## src/hdl/covering_circle_remover_assert.svh

```systemverilog
// Assertion macros for the files that check their own logic.
`ifndef COVERING_CIRCLE_REMOVER_ASSERT_SVH
`define COVERING_CIRCLE_REMOVER_ASSERT_SVH

// Consequent must hold in the same cycle as the antecedent.
`define CCR_ASSERT_NOW(lbl, clk, rst_n, ante, cons) \
    lbl: assert property (@(posedge clk) disable iff (!(rst_n)) (ante) |-> (cons)) \
        else $error("covering circle remover: check failed");

// Consequent must hold in the cycle after the antecedent.
`define CCR_ASSERT_NEXT(lbl, clk, rst_n, ante, cons) \
    lbl: assert property (@(posedge clk) disable iff (!(rst_n)) (ante) |=> (cons)) \
        else $error("covering circle remover: check failed");

`endif

```

## src/hdl/ccr_pkg.sv

```systemverilog
`default_nettype none

package ccr_pkg;

    // Field widths fixed by the transaction format.
    localparam int unsigned COORD_BITS      = 24;
    localparam int unsigned RAD_BITS        = COORD_BITS - 1;
    localparam int unsigned IDX_BITS        = 6;
    localparam int unsigned MAX_CIRCLES_DEF = 64;

    // Input transaction.
    typedef struct packed {
        logic signed [COORD_BITS-1:0] center_x;
        logic signed [COORD_BITS-1:0] center_y;
        logic [RAD_BITS-1:0]          radius;
        logic                         last_circle;
    } t_circle_in;

    // Result transaction.
    typedef struct packed {
        logic [IDX_BITS-1:0]          circle_index;
        logic signed [COORD_BITS-1:0] out_x;
        logic signed [COORD_BITS-1:0] out_y;
        logic [RAD_BITS-1:0]          out_radius;
        logic                         last_survivor;
    } t_circle_out;

    // One stored circle.
    typedef struct packed {
        logic signed [COORD_BITS-1:0] x;
        logic signed [COORD_BITS-1:0] y;
        logic [RAD_BITS-1:0]          radius;
    } t_circle;

    // Tag of a pair under test: circle a is the candidate container.
    typedef struct packed {
        logic                valid;
        logic [IDX_BITS-1:0] a_idx;
        logic [IDX_BITS-1:0] b_idx;
    } t_pair;

    // Containment found: circle a_idx must be dropped.
    typedef struct packed {
        logic                valid;
        logic [IDX_BITS-1:0] a_idx;
    } t_hit;

endpackage

`default_nettype wire

```

## src/hdl/ccr_mem.sv

```systemverilog
`default_nettype none

// Circle store: one write port, one read port with registered data.
module ccr_mem #(
    parameter int unsigned DEPTH = ccr_pkg::MAX_CIRCLES_DEF,
    parameter int unsigned AW    = 6
) (
    input  wire logic            i_clk,
    input  wire logic            i_we,
    input  wire logic [AW-1:0]   i_waddr,
    input  wire ccr_pkg::t_circle i_wdata,
    input  wire logic [AW-1:0]   i_raddr,
    output ccr_pkg::t_circle     o_rdata
);

    ccr_pkg::t_circle r_mem [DEPTH];
    ccr_pkg::t_circle r_rdata;

    always_ff @(posedge i_clk) begin
        if (i_we) begin
            r_mem[i_waddr] <= i_wdata;
        end
        r_rdata <= r_mem[i_raddr];
    end

    assign o_rdata = r_rdata;

endmodule

`default_nettype wire

```

## config.mk

```make
export PLATFORM = sky130hd
export DESIGN_NAME = ccr_mem
export DESIGN_NICKNAME = d
export VERILOG_FILES = /design/src/hdl/covering_circle_remover_assert.svh /design/src/hdl/ccr_pkg.sv /design/src/hdl/ccr_mem.sv
export SDC_FILE = /design/constraint.sdc
export NUM_CORES = 2
export LEC_CHECK = 0
export BUFFER_PORTS_ARGS = -buffer_cell sky130_fd_sc_hd__buf_2
export CORE_AREA = 2 2 527 529
export DETAILED_ROUTE_END_ITERATION = 6
export DIE_AREA = 0 0 529 531
export GPL_ROUTABILITY_DRIVEN = 1
export PLACE_DENSITY = 0.79
export SLEW_MARGIN = 20
export SYNTH_ARGS = -nofsm -noshare
export SYNTH_HDL_FRONTEND = slang
export SYNTH_MEMORY_MAX_BITS = 65536
export SYNTH_SLANG_ARGS = --single-unit
```

## constraint.sdc

```tcl
create_clock -name i_clk -period 8.6 [get_ports i_clk]
set_input_delay 1.29 -clock i_clk [delete_from_list [all_inputs] [get_ports i_clk]]
set_output_delay 1.29 -clock i_clk [all_outputs]
set_load 0.03 [all_outputs]
```

==> qor.yml <==
layout_common_cells: "4,544 x edfxtp_1, 1,136 x mux4_2, 438 x clkbuf_16, 284 x a22oi_1, 171 x buf_4"
dp_hpwl_um: 231100
critPathArrivalTime_ns: 4.79
vias: 92134
cp_cell_sequence: "buf_2 > nor2b_1 > nand3_1 > nor2_4 > buf_4 > buf_4"
rows: 193
grt_use_total_pct: 37.40
grt_pass1_wl_um: 716200
rsz0062_at_grt: "no"
drt_pass1_iterations: 7
io_buffers: 155
path_delay_family: "buffers and inverters"
end_kind: "flip-flop"
mostFrequentLayoutCell: "edfxtp_1"
hold_slack_ns: 0.7749
root_buffer: "clkbuf_16"
ant_nets: 0
postCtsHoldBufs: 0
holdCritPathClass: "input pin to flip-flop"
grt_overflow: 0
die_h_um: 531
dpl_worst_slack_ns: 3.832
core_mm2: 0.2753
max_freq_ghz: 0.2346
die_x_um: 529
syn-num-nets: 7292
clock_sinks: 4615
leakage_nw: 59.87
ys_types: 30
fin_ws_ns: 4.337
slew_headroom_pct: 11.37
status: "complete, no violations"
ios: 156
netlist_top_cells_area: "edfxtp_1 79%, mux4_2 15%, a22oi_1 1.2%"
cp-start-kind: "input pin"
place_inst: 10735
fin_nets: 7654
initial_utilization_pct: 62.76
synth_top_area_share_pct: 78.98
postSynthAreaPerCell_um2: 23.97
rr_startpoint: "r_mem[23][3]"
grt_max_degree: 137
fp.dieArea_mm2: 0.2809
cts_buffer_depth: 4
gp_congestion: 0.8287
cp_max_fo: 37
antenna_found_initial: 46
tightest_slew_ns: 1.329
report.final.setup_viol: 0
cp-startpoint: "i_waddr[2]"
cts_tree: "built"
clk_latency_ns: 0.99
skew_ns: 0.1006
period_needed_ns: 4.263
grt_pass1_vias: 90509
cts_buffers: 433
post-cts-setup-buffers: 0
hold_viol_final: 0
slowest_stage: "buf_4"
max_stage_delay_ns: 1.00
drive_gt1_share_pct: 27.45
layout.cells.non_filler: 11558
yosysSeqAreaShare_pct: 79.80
slew_violations: 0
yosys_warnings: 0
drc: 0
power.density_mw_per_mm2: 241.4
drv_cap: 0
crit_type: "input pin to flip-flop"
h-tree-depth: 5
cp_num_buf_inv: 3
cts_resized: 0
vdd_drop_max_uv: 254.6
wire_per_inst_um: 46.31
worstPathRequired_ns: 9.13
path_common_cell: "buf_4"
vias_per_cell: 7.971
synth_largest_area_cell: "edfxtp_1"
path_clk_slew_ns: 0.07
hp-start: "i_wdata[50]"
synthToLayoutAreaGrowth_pct: 11.54
syn_area_mm2: 0.1728
setup_tns_ns: 0
routed_wl_um: 535200
post-route-period-util_pct: 49.57
drtIter0Drc: 17949
synth-seq-cells: 4615
syn-instance-count: 7207
[worst paths after layout]
path	cells after the start	slack [ns]	end
worst min register to register	4	0.82	o_rdata[61]
worst max register to register	4	6.33	o_rdata[3]
worst max-delay path	6	4.34	r_mem[21][62]
worst min-delay path	1	0.77	r_mem[28][50]
[kinds of logic after synthesis]
group	after synthesis	synth area share, %
multiplexers	1250	15.47
flip-flops	4615	79.80
buffers and inverters	414	1.131
AND/OR/NAND/NOR	311	0.8813
AO/OA/AOI/OAI	617	2.719
[worst reg2reg max path, cell delays in order (launching register included)]
cell and delay [ns]:
edfxtp_1 0.43, mux4_2 0.54, o22ai_1 0.63, nor2_1 0.18, o211a_1 0.34
[sequential cells by signal, indices dropped and copies added, names as in the netlist]
name	count
r_mem	4544
o_rdata	71
[Yosys cell counts (all sizes together)]
library cell and instances:
nand2b 9, dfxtp 71, nor2b 9, a221oi 1, o221ai 50, and2 3
nand4 2, o22ai 141, or3b 4, mux2i 114, a22oi 284, nor3 2
clkbuf 165, or2 2, nor2 116, nand2 8, or3 3, o211a 71
buf 249, nand3 125, a211oi 70, nand4b 1, nand3b 27, mux4 1136
edfxtp 4544
[through the flow]
stage | power (mW) | util (%) | area [µm²]
after global placement | 27.57 | 64.87 | 178600
after floorplan | 26.67 | - | 172800
after global routing | 47.28 | 69.99 | 192700
after CTS | 46.35 | 69.90 | 192400
final | 46.52 | 70.00 | 192700
after detailed placement | 27.64 | 64.87 | 178600
[final cells by class]
type	count	area (µm²)
flip-flops and latches	4615	137900
fillers	14738	82580
multi-input cells	2178	33510
clock buffers	547	11500
well taps	3607	4513
repair buffers	341	2898
clock inverters	242	2349
diodes	28	70.07
[power by group]
part,leakage [nW],switching (mW),internal [mW]
Sequential,41.5,0.138,24.9
Combinational,11.6,1.50,0.761
Clock,6.81,8.55,10.7
[routing by layer]
metal	up-vias	share of wire (%)	wire length, µm	track usage (%)
li1	32051	-	-	-
met1	47130	30	161700	47.95
met2	10623	47	249700	57.48
met3	2302	16	82970	11.45
met4	28	7.6	40640	21.76
met5	-	0.033	177	0
Note: power is estimated with default switching activity, not from simulation.
