--- src/hdl/covering_circle_remover_assert.svh ---
// Assertion macros for the files that check their own logic.
`ifndef COVERING_CIRCLE_REMOVER_ASSERT_SVH
`define COVERING_CIRCLE_REMOVER_ASSERT_SVH

// Consequent must hold in the same cycle as the antecedent.
`define CCR_ASSERT_NOW(lbl, clk, rst_n, ante, cons) \
    lbl: assert property (@(posedge clk) disable iff (!(rst_n)) (ante) |-> (cons)) \
        else $error("covering circle remover: check failed");

// Consequent must hold in the cycle after the antecedent.
`define CCR_ASSERT_NEXT(lbl, clk, rst_n, ante, cons) \
    lbl: assert property (@(posedge clk) disable iff (!(rst_n)) (ante) |=> (cons)) \
        else $error("covering circle remover: check failed");

`endif

--- src/hdl/ccr_pkg.sv ---
`default_nettype none

package ccr_pkg;

    // Field widths fixed by the transaction format.
    localparam int unsigned COORD_BITS      = 24;
    localparam int unsigned RAD_BITS        = COORD_BITS - 1;
    localparam int unsigned IDX_BITS        = 6;
    localparam int unsigned MAX_CIRCLES_DEF = 64;

    // Input transaction.
    typedef struct packed {
        logic signed [COORD_BITS-1:0] center_x;
        logic signed [COORD_BITS-1:0] center_y;
        logic [RAD_BITS-1:0]          radius;
        logic                         last_circle;
    } t_circle_in;

    // Result transaction.
    typedef struct packed {
        logic [IDX_BITS-1:0]          circle_index;
        logic signed [COORD_BITS-1:0] out_x;
        logic signed [COORD_BITS-1:0] out_y;
        logic [RAD_BITS-1:0]          out_radius;
        logic                         last_survivor;
    } t_circle_out;

    // One stored circle.
    typedef struct packed {
        logic signed [COORD_BITS-1:0] x;
        logic signed [COORD_BITS-1:0] y;
        logic [RAD_BITS-1:0]          radius;
    } t_circle;

    // Tag of a pair under test: circle a is the candidate container.
    typedef struct packed {
        logic                valid;
        logic [IDX_BITS-1:0] a_idx;
        logic [IDX_BITS-1:0] b_idx;
    } t_pair;

    // Containment found: circle a_idx must be dropped.
    typedef struct packed {
        logic                valid;
        logic [IDX_BITS-1:0] a_idx;
    } t_hit;

endpackage

`default_nettype wire

--- src/hdl/ccr_cmp.sv ---
`default_nettype none

// Containment test pipeline: does circle a wholly contain circle b, and
// does b rank after a? Three register stages: differences, squares, compare.
module ccr_cmp (
    input  wire logic             i_clk,
    input  wire logic             i_rst_n,
    input  wire ccr_pkg::t_pair   i_pair,
    input  wire ccr_pkg::t_circle i_a,
    input  wire ccr_pkg::t_circle i_b,
    output ccr_pkg::t_hit         o_hit
);

    localparam int unsigned CW = ccr_pkg::COORD_BITS;
    localparam int unsigned RW = ccr_pkg::RAD_BITS;
    localparam int unsigned XW = ccr_pkg::IDX_BITS;

    // Stage 1 next values
    logic [CW:0]   n_dxs, n_dys, n_dxn, n_dyn;
    logic [CW-1:0] n_dx, n_dy;
    logic [RW-1:0] n_dr;
    logic          n_rank_ok;

    // Stage registers
    logic          r1_valid, r2_valid;
    logic [XW-1:0] r1_a, r2_a;
    logic [CW-1:0] r1_dx, r1_dy;
    logic [RW-1:0] r1_dr;
    logic [2*CW-1:0] r2_dx2, r2_dy2;
    logic [2*RW-1:0] r2_dr2;
    logic [2*CW:0]   n_sum;
    logic            n_fits;
    logic            r_hit_valid;
    logic [XW-1:0]   r_hit_a;

    // Absolute center differences and the rank test.
    always_comb begin
        n_dxs = {i_a.x[CW-1], i_a.x} - {i_b.x[CW-1], i_b.x};
        n_dys = {i_a.y[CW-1], i_a.y} - {i_b.y[CW-1], i_b.y};
        n_dxn = ~n_dxs + (CW+1)'(1);
        n_dyn = ~n_dys + (CW+1)'(1);
        n_dx  = n_dxs[CW] ? n_dxn[CW-1:0] : n_dxs[CW-1:0];
        n_dy  = n_dys[CW] ? n_dyn[CW-1:0] : n_dys[CW-1:0];
        n_dr  = i_a.radius - i_b.radius;
        // A larger radius ranks first; equal radii rank by lower position.
        n_rank_ok = (i_a.radius > i_b.radius) ||
                    ((i_a.radius == i_b.radius) && (i_pair.a_idx < i_pair.b_idx));
    end

    // Final compare: dx^2 + dy^2 <= dr^2.
    always_comb begin
        n_sum  = {1'b0, r2_dx2} + {1'b0, r2_dy2};
        n_fits = n_sum <= (2*CW+1)'(r2_dr2);
    end

    // Stage valids and the result flag.
    always_ff @(posedge i_clk) begin
        if (!i_rst_n) begin
            r1_valid    <= 1'b0;
            r2_valid    <= 1'b0;
            r_hit_valid <= 1'b0;
        end else begin
            r1_valid    <= i_pair.valid && n_rank_ok;
            r2_valid    <= r1_valid;
            r_hit_valid <= r2_valid && n_fits;
        end
    end

    // Datapath registers.
    always_ff @(posedge i_clk) begin
        r1_a    <= i_pair.a_idx;
        r1_dx   <= n_dx;
        r1_dy   <= n_dy;
        r1_dr   <= n_dr;
        r2_a    <= r1_a;
        r2_dx2  <= r1_dx * r1_dx;
        r2_dy2  <= r1_dy * r1_dy;
        r2_dr2  <= r1_dr * r1_dr;
        r_hit_a <= r2_a;
    end

    assign o_hit = {r_hit_valid, r_hit_a};

endmodule

`default_nettype wire

--- config.mk ---
export PLATFORM = sky130hd
export DESIGN_NAME = ccr_cmp
export DESIGN_NICKNAME = d
export VERILOG_FILES = /design/src/hdl/covering_circle_remover_assert.svh /design/src/hdl/ccr_pkg.sv /design/src/hdl/ccr_cmp.sv
export SDC_FILE = /design/constraint.sdc
export NUM_CORES = 2
export LEC_CHECK = 0
export BUFFER_PORTS_ARGS = -buffer_cell sky130_fd_sc_hd__buf_4
export CELL_PAD_IN_SITES_DETAIL_PLACEMENT = 0
export CELL_PAD_IN_SITES_GLOBAL_PLACEMENT = 1
export CORE_MARGIN = 4
export CORE_UTILIZATION = 52
export CTS_CLUSTER_SIZE = 30
export DETAILED_ROUTE_END_ITERATION = 8
export PLACE_DENSITY = 0.95
export SETUP_SLACK_MARGIN = 0.4
export SYNTH_ARGS = -nofsm -noshare
export SYNTH_HDL_FRONTEND = slang
export SYNTH_SLANG_ARGS = --single-unit
--- constraint.sdc ---
create_clock -name i_clk -period 9.9 [get_ports i_clk]
set_input_delay 0.495 -clock i_clk [delete_from_list [all_inputs] [get_ports i_clk]]
set_output_delay 0.495 -clock i_clk [all_outputs]
set_load 0.01 [all_outputs]
==> impl_metrics.ini <==
[run_status]
status = complete, no violations

[clock_tree]
holdBufCountCts = 6
cts_buffer_depth = 3
clk_latency_ns = 0.59
htreeDepth = 1
cts_repair_resize_count = 0
clkSinkCount = 231
cts_setup_buffers = 0
cts_buffers = 28
tritoncts = built
cts.clk_slew.worst_paths_ns = 0.06
root_buffer = clkbuf_16

[critical_path]
path_max_fanout = 24
start_kind = flop
critPathCaptureType = flop
required_ns = 10.37
reg2reg_depth = 26
cp_data_arrival_time_ns = 8.83
crit_type = reg -> reg

[timing]
rsz0062_at_grt = false
fin_tns_setup_ns = 0
maxSlewViolCount = 0
fin_worst_skew_ns = 0.01551
worstMarginPinSlew_ns = 1.220
post-route-period-util = 0.8445
maxSlewHeadroom = 0.1855
fmax_ghz = 0.1196
final-setup-viol-count = 0
period_minus_slack_ns = 8.360
hold_violations = 0

[logic_synthesis]
ys.flop_type = dfxtp_1
yosys_warnings = 0
yosys-top-cells-count = 1859 x inv_1, 1232 x fa_1, 693 x ha_1
synth_area_leaders = fa_1 41%, ha_1 14%, inv_1 12%
yosysTopAreaCell = fa_1
yosysSeqAreaShare = 0.07647
synth-seq-cells = 231
syn_inst = 6717
yosysUniqueCellTypes = 88
synth_area_um2 = 60470
netlist.area_leader.share = 0.4079
async_reset_ff_frac = 0
yosys.cell_count.top_type = inv_1
syn_nets = 8799
synth_edf_count = 0
postSynthAreaPerCell_um2 = 9.003

[drt]
vias = 44085
dr.first_iter.drc_count = 2329
post_drt_wl_per_cell_um = 16.62
first_pass_iters = 5
wirelength_um = 138500
drc_errors = 0
via_per_inst = 5.292
ant_nets = 0

[cells_and_area]
finish.utilization = 0.5595
layout-drive-gt1-share = 0.04694
nFillCells = 10019
nNetsFinal = 8877
syn_to_final_growth_pct = 6.371

[die]
ios = 164
row_count = 124
start_util = 0.5260
dieHeight_um = 349.0
coreArea_um2 = 115000
die_x_um = 349.0
die_area_um2 = 121800

[global_routing]
grt_start_max_net_pins = 27
globalRouteOverflowTotal = 0
grt_pass1_wl_um = 235800
first_global_vias = 48284
track_usage = 0.2355
grt_antenna_before_repair = 1

[placed_design]
gp_congestion = 0.9480
hpwl_um = 115200
port_buffers = 163

[min_path]
hold_depth = 2
hold_class = in -> reg

[run]
drv_cap = 0
## routing by layer
| layer | vias up | share of wire | wire, µm | global-route usage |
|---|---|---|---|---|
| met4 | 0 | 0.033 | 4525 | 0.07472 |
| met2 | 1238 | 0.51 | 70490 | 0.4242 |
| li1 | 20525 | - | - | - |
| met1 | 22023 | 0.40 | 55690 | 0.2973 |
| met5 | - | 0 | 0 | 0 |
| met3 | 299 | 0.056 | 7756 | 0.02543 |
## metrics by stage
step,cells,hold slack (ns),worst slack [ns],instance area (µm²)
after floorplan,6717,0.3096,2.660,60470
after global routing,8329,0.1027,1.196,64320
after CTS,8329,0.08343,1.581,64320
final,8330,0.1212,1.540,64320
after global placement,8271,0.3104,1.658,63320
after detailed placement,8271,0.3132,1.604,63320
## state kept, by name, indices dropped and copies added (netlist names)
name and flops:
r1_a 6, r1_dr 23, r1_dx 24, r1_dy 24, r1_valid 1, r2_a 6, r2_dr2 45, r2_dx2 47
r2_dy2 47, r2_valid 1, r_hit_a 6, r_hit_valid 1
## cell usage in the layout, fill, tap and decap left out, types with 8 or more instances in the layout
cell	count
clkbuf_16	29
o31ai_1	23
buf_4	216
a31oi_1	31
ha_1	693
nor4_1	12
nand2b_1	30
a211oi_1	47
a21o_1	98
nor2b_1	43
or3_1	15
o211ai_1	14
dfxtp_1	231
inv_1	1859
nand3_1	46
nor2_1	209
and2_1	352
nand4_1	31
and3_1	31
o31a_1	8
a211o_1	12
o21bai_1	43
and4_1	9
fa_1	1232
nand2_1	567
nor3_1	50
o21a_1	36
a41oi_1	11
xnor2_1	199
xor2_1	91
o21ai_0	126
or2_2	21
a21oi_1	236
## kinds of logic (layout without fill, tap and decap cells)
family / count (synthesis) / count (layout) / share of synthesized area
flops: 231 / 231 / 0.07647
simple gates: 1453 / 1453 / 0.1184
mux: 10 / 10 / 0.001759
compound gates: 774 / 774 / 0.08365
other cells: 0 / 1 / 0
buf+inv: 2034 / 2134 / 0.1265
xor+xnor: 290 / 290 / 0.04200
fa+ha+maj: 1925 / 1925 / 0.5513
## area by class of cell
cell class,count,area [µm²],area share
multi-input combinational,4452,48200,0.7493
antenna,1,2.502,0.00003890
clock buffer,37,795.8,0.01237
inverter,1860,6982,0.1085
sequential,231,4624,0.07189
clock inverter,15,148.9,0.002315
timing repair buffer,222,1682,0.02614
tap,1512,1892,0.02941
## worst max-delay path: stages, from the launching register on
cell and delay, ns:
dfxtp_1 1.09, nand2_1 0.26, fa_1 0.59, inv_1 0.06
fa_1 0.53, inv_1 0.06, fa_1 0.53, inv_1 0.05
fa_1 0.50, inv_1 0.06, fa_1 0.53, inv_1 0.05
fa_1 0.47, inv_1 0.05, fa_1 0.47, inv_1 0.04
ha_1 0.34, a211oi_1 0.23, nor2_1 0.09, or3b_2 0.44
a221oi_1 0.35, o22a_1 0.27, o21ai_0 0.28, a211oi_1 0.43
o31a_1 0.21, o21bai_1 0.09, xor2_1 0.15
## worst paths after layout
path | from | to | slack [ns]
max | r1_dx[2] | r2_dx2[43] | 1.54
min | i_rst_n | r2_valid | 0.12
max reg2reg | r1_dx[2] | r2_dx2[43] | 1.54
min reg2reg | r2_a[0] | r_hit_a[0] | 0.32
Power is not shown: default switching activity piles up to over one toggle a cycle in this logic, so the estimate is an artifact.
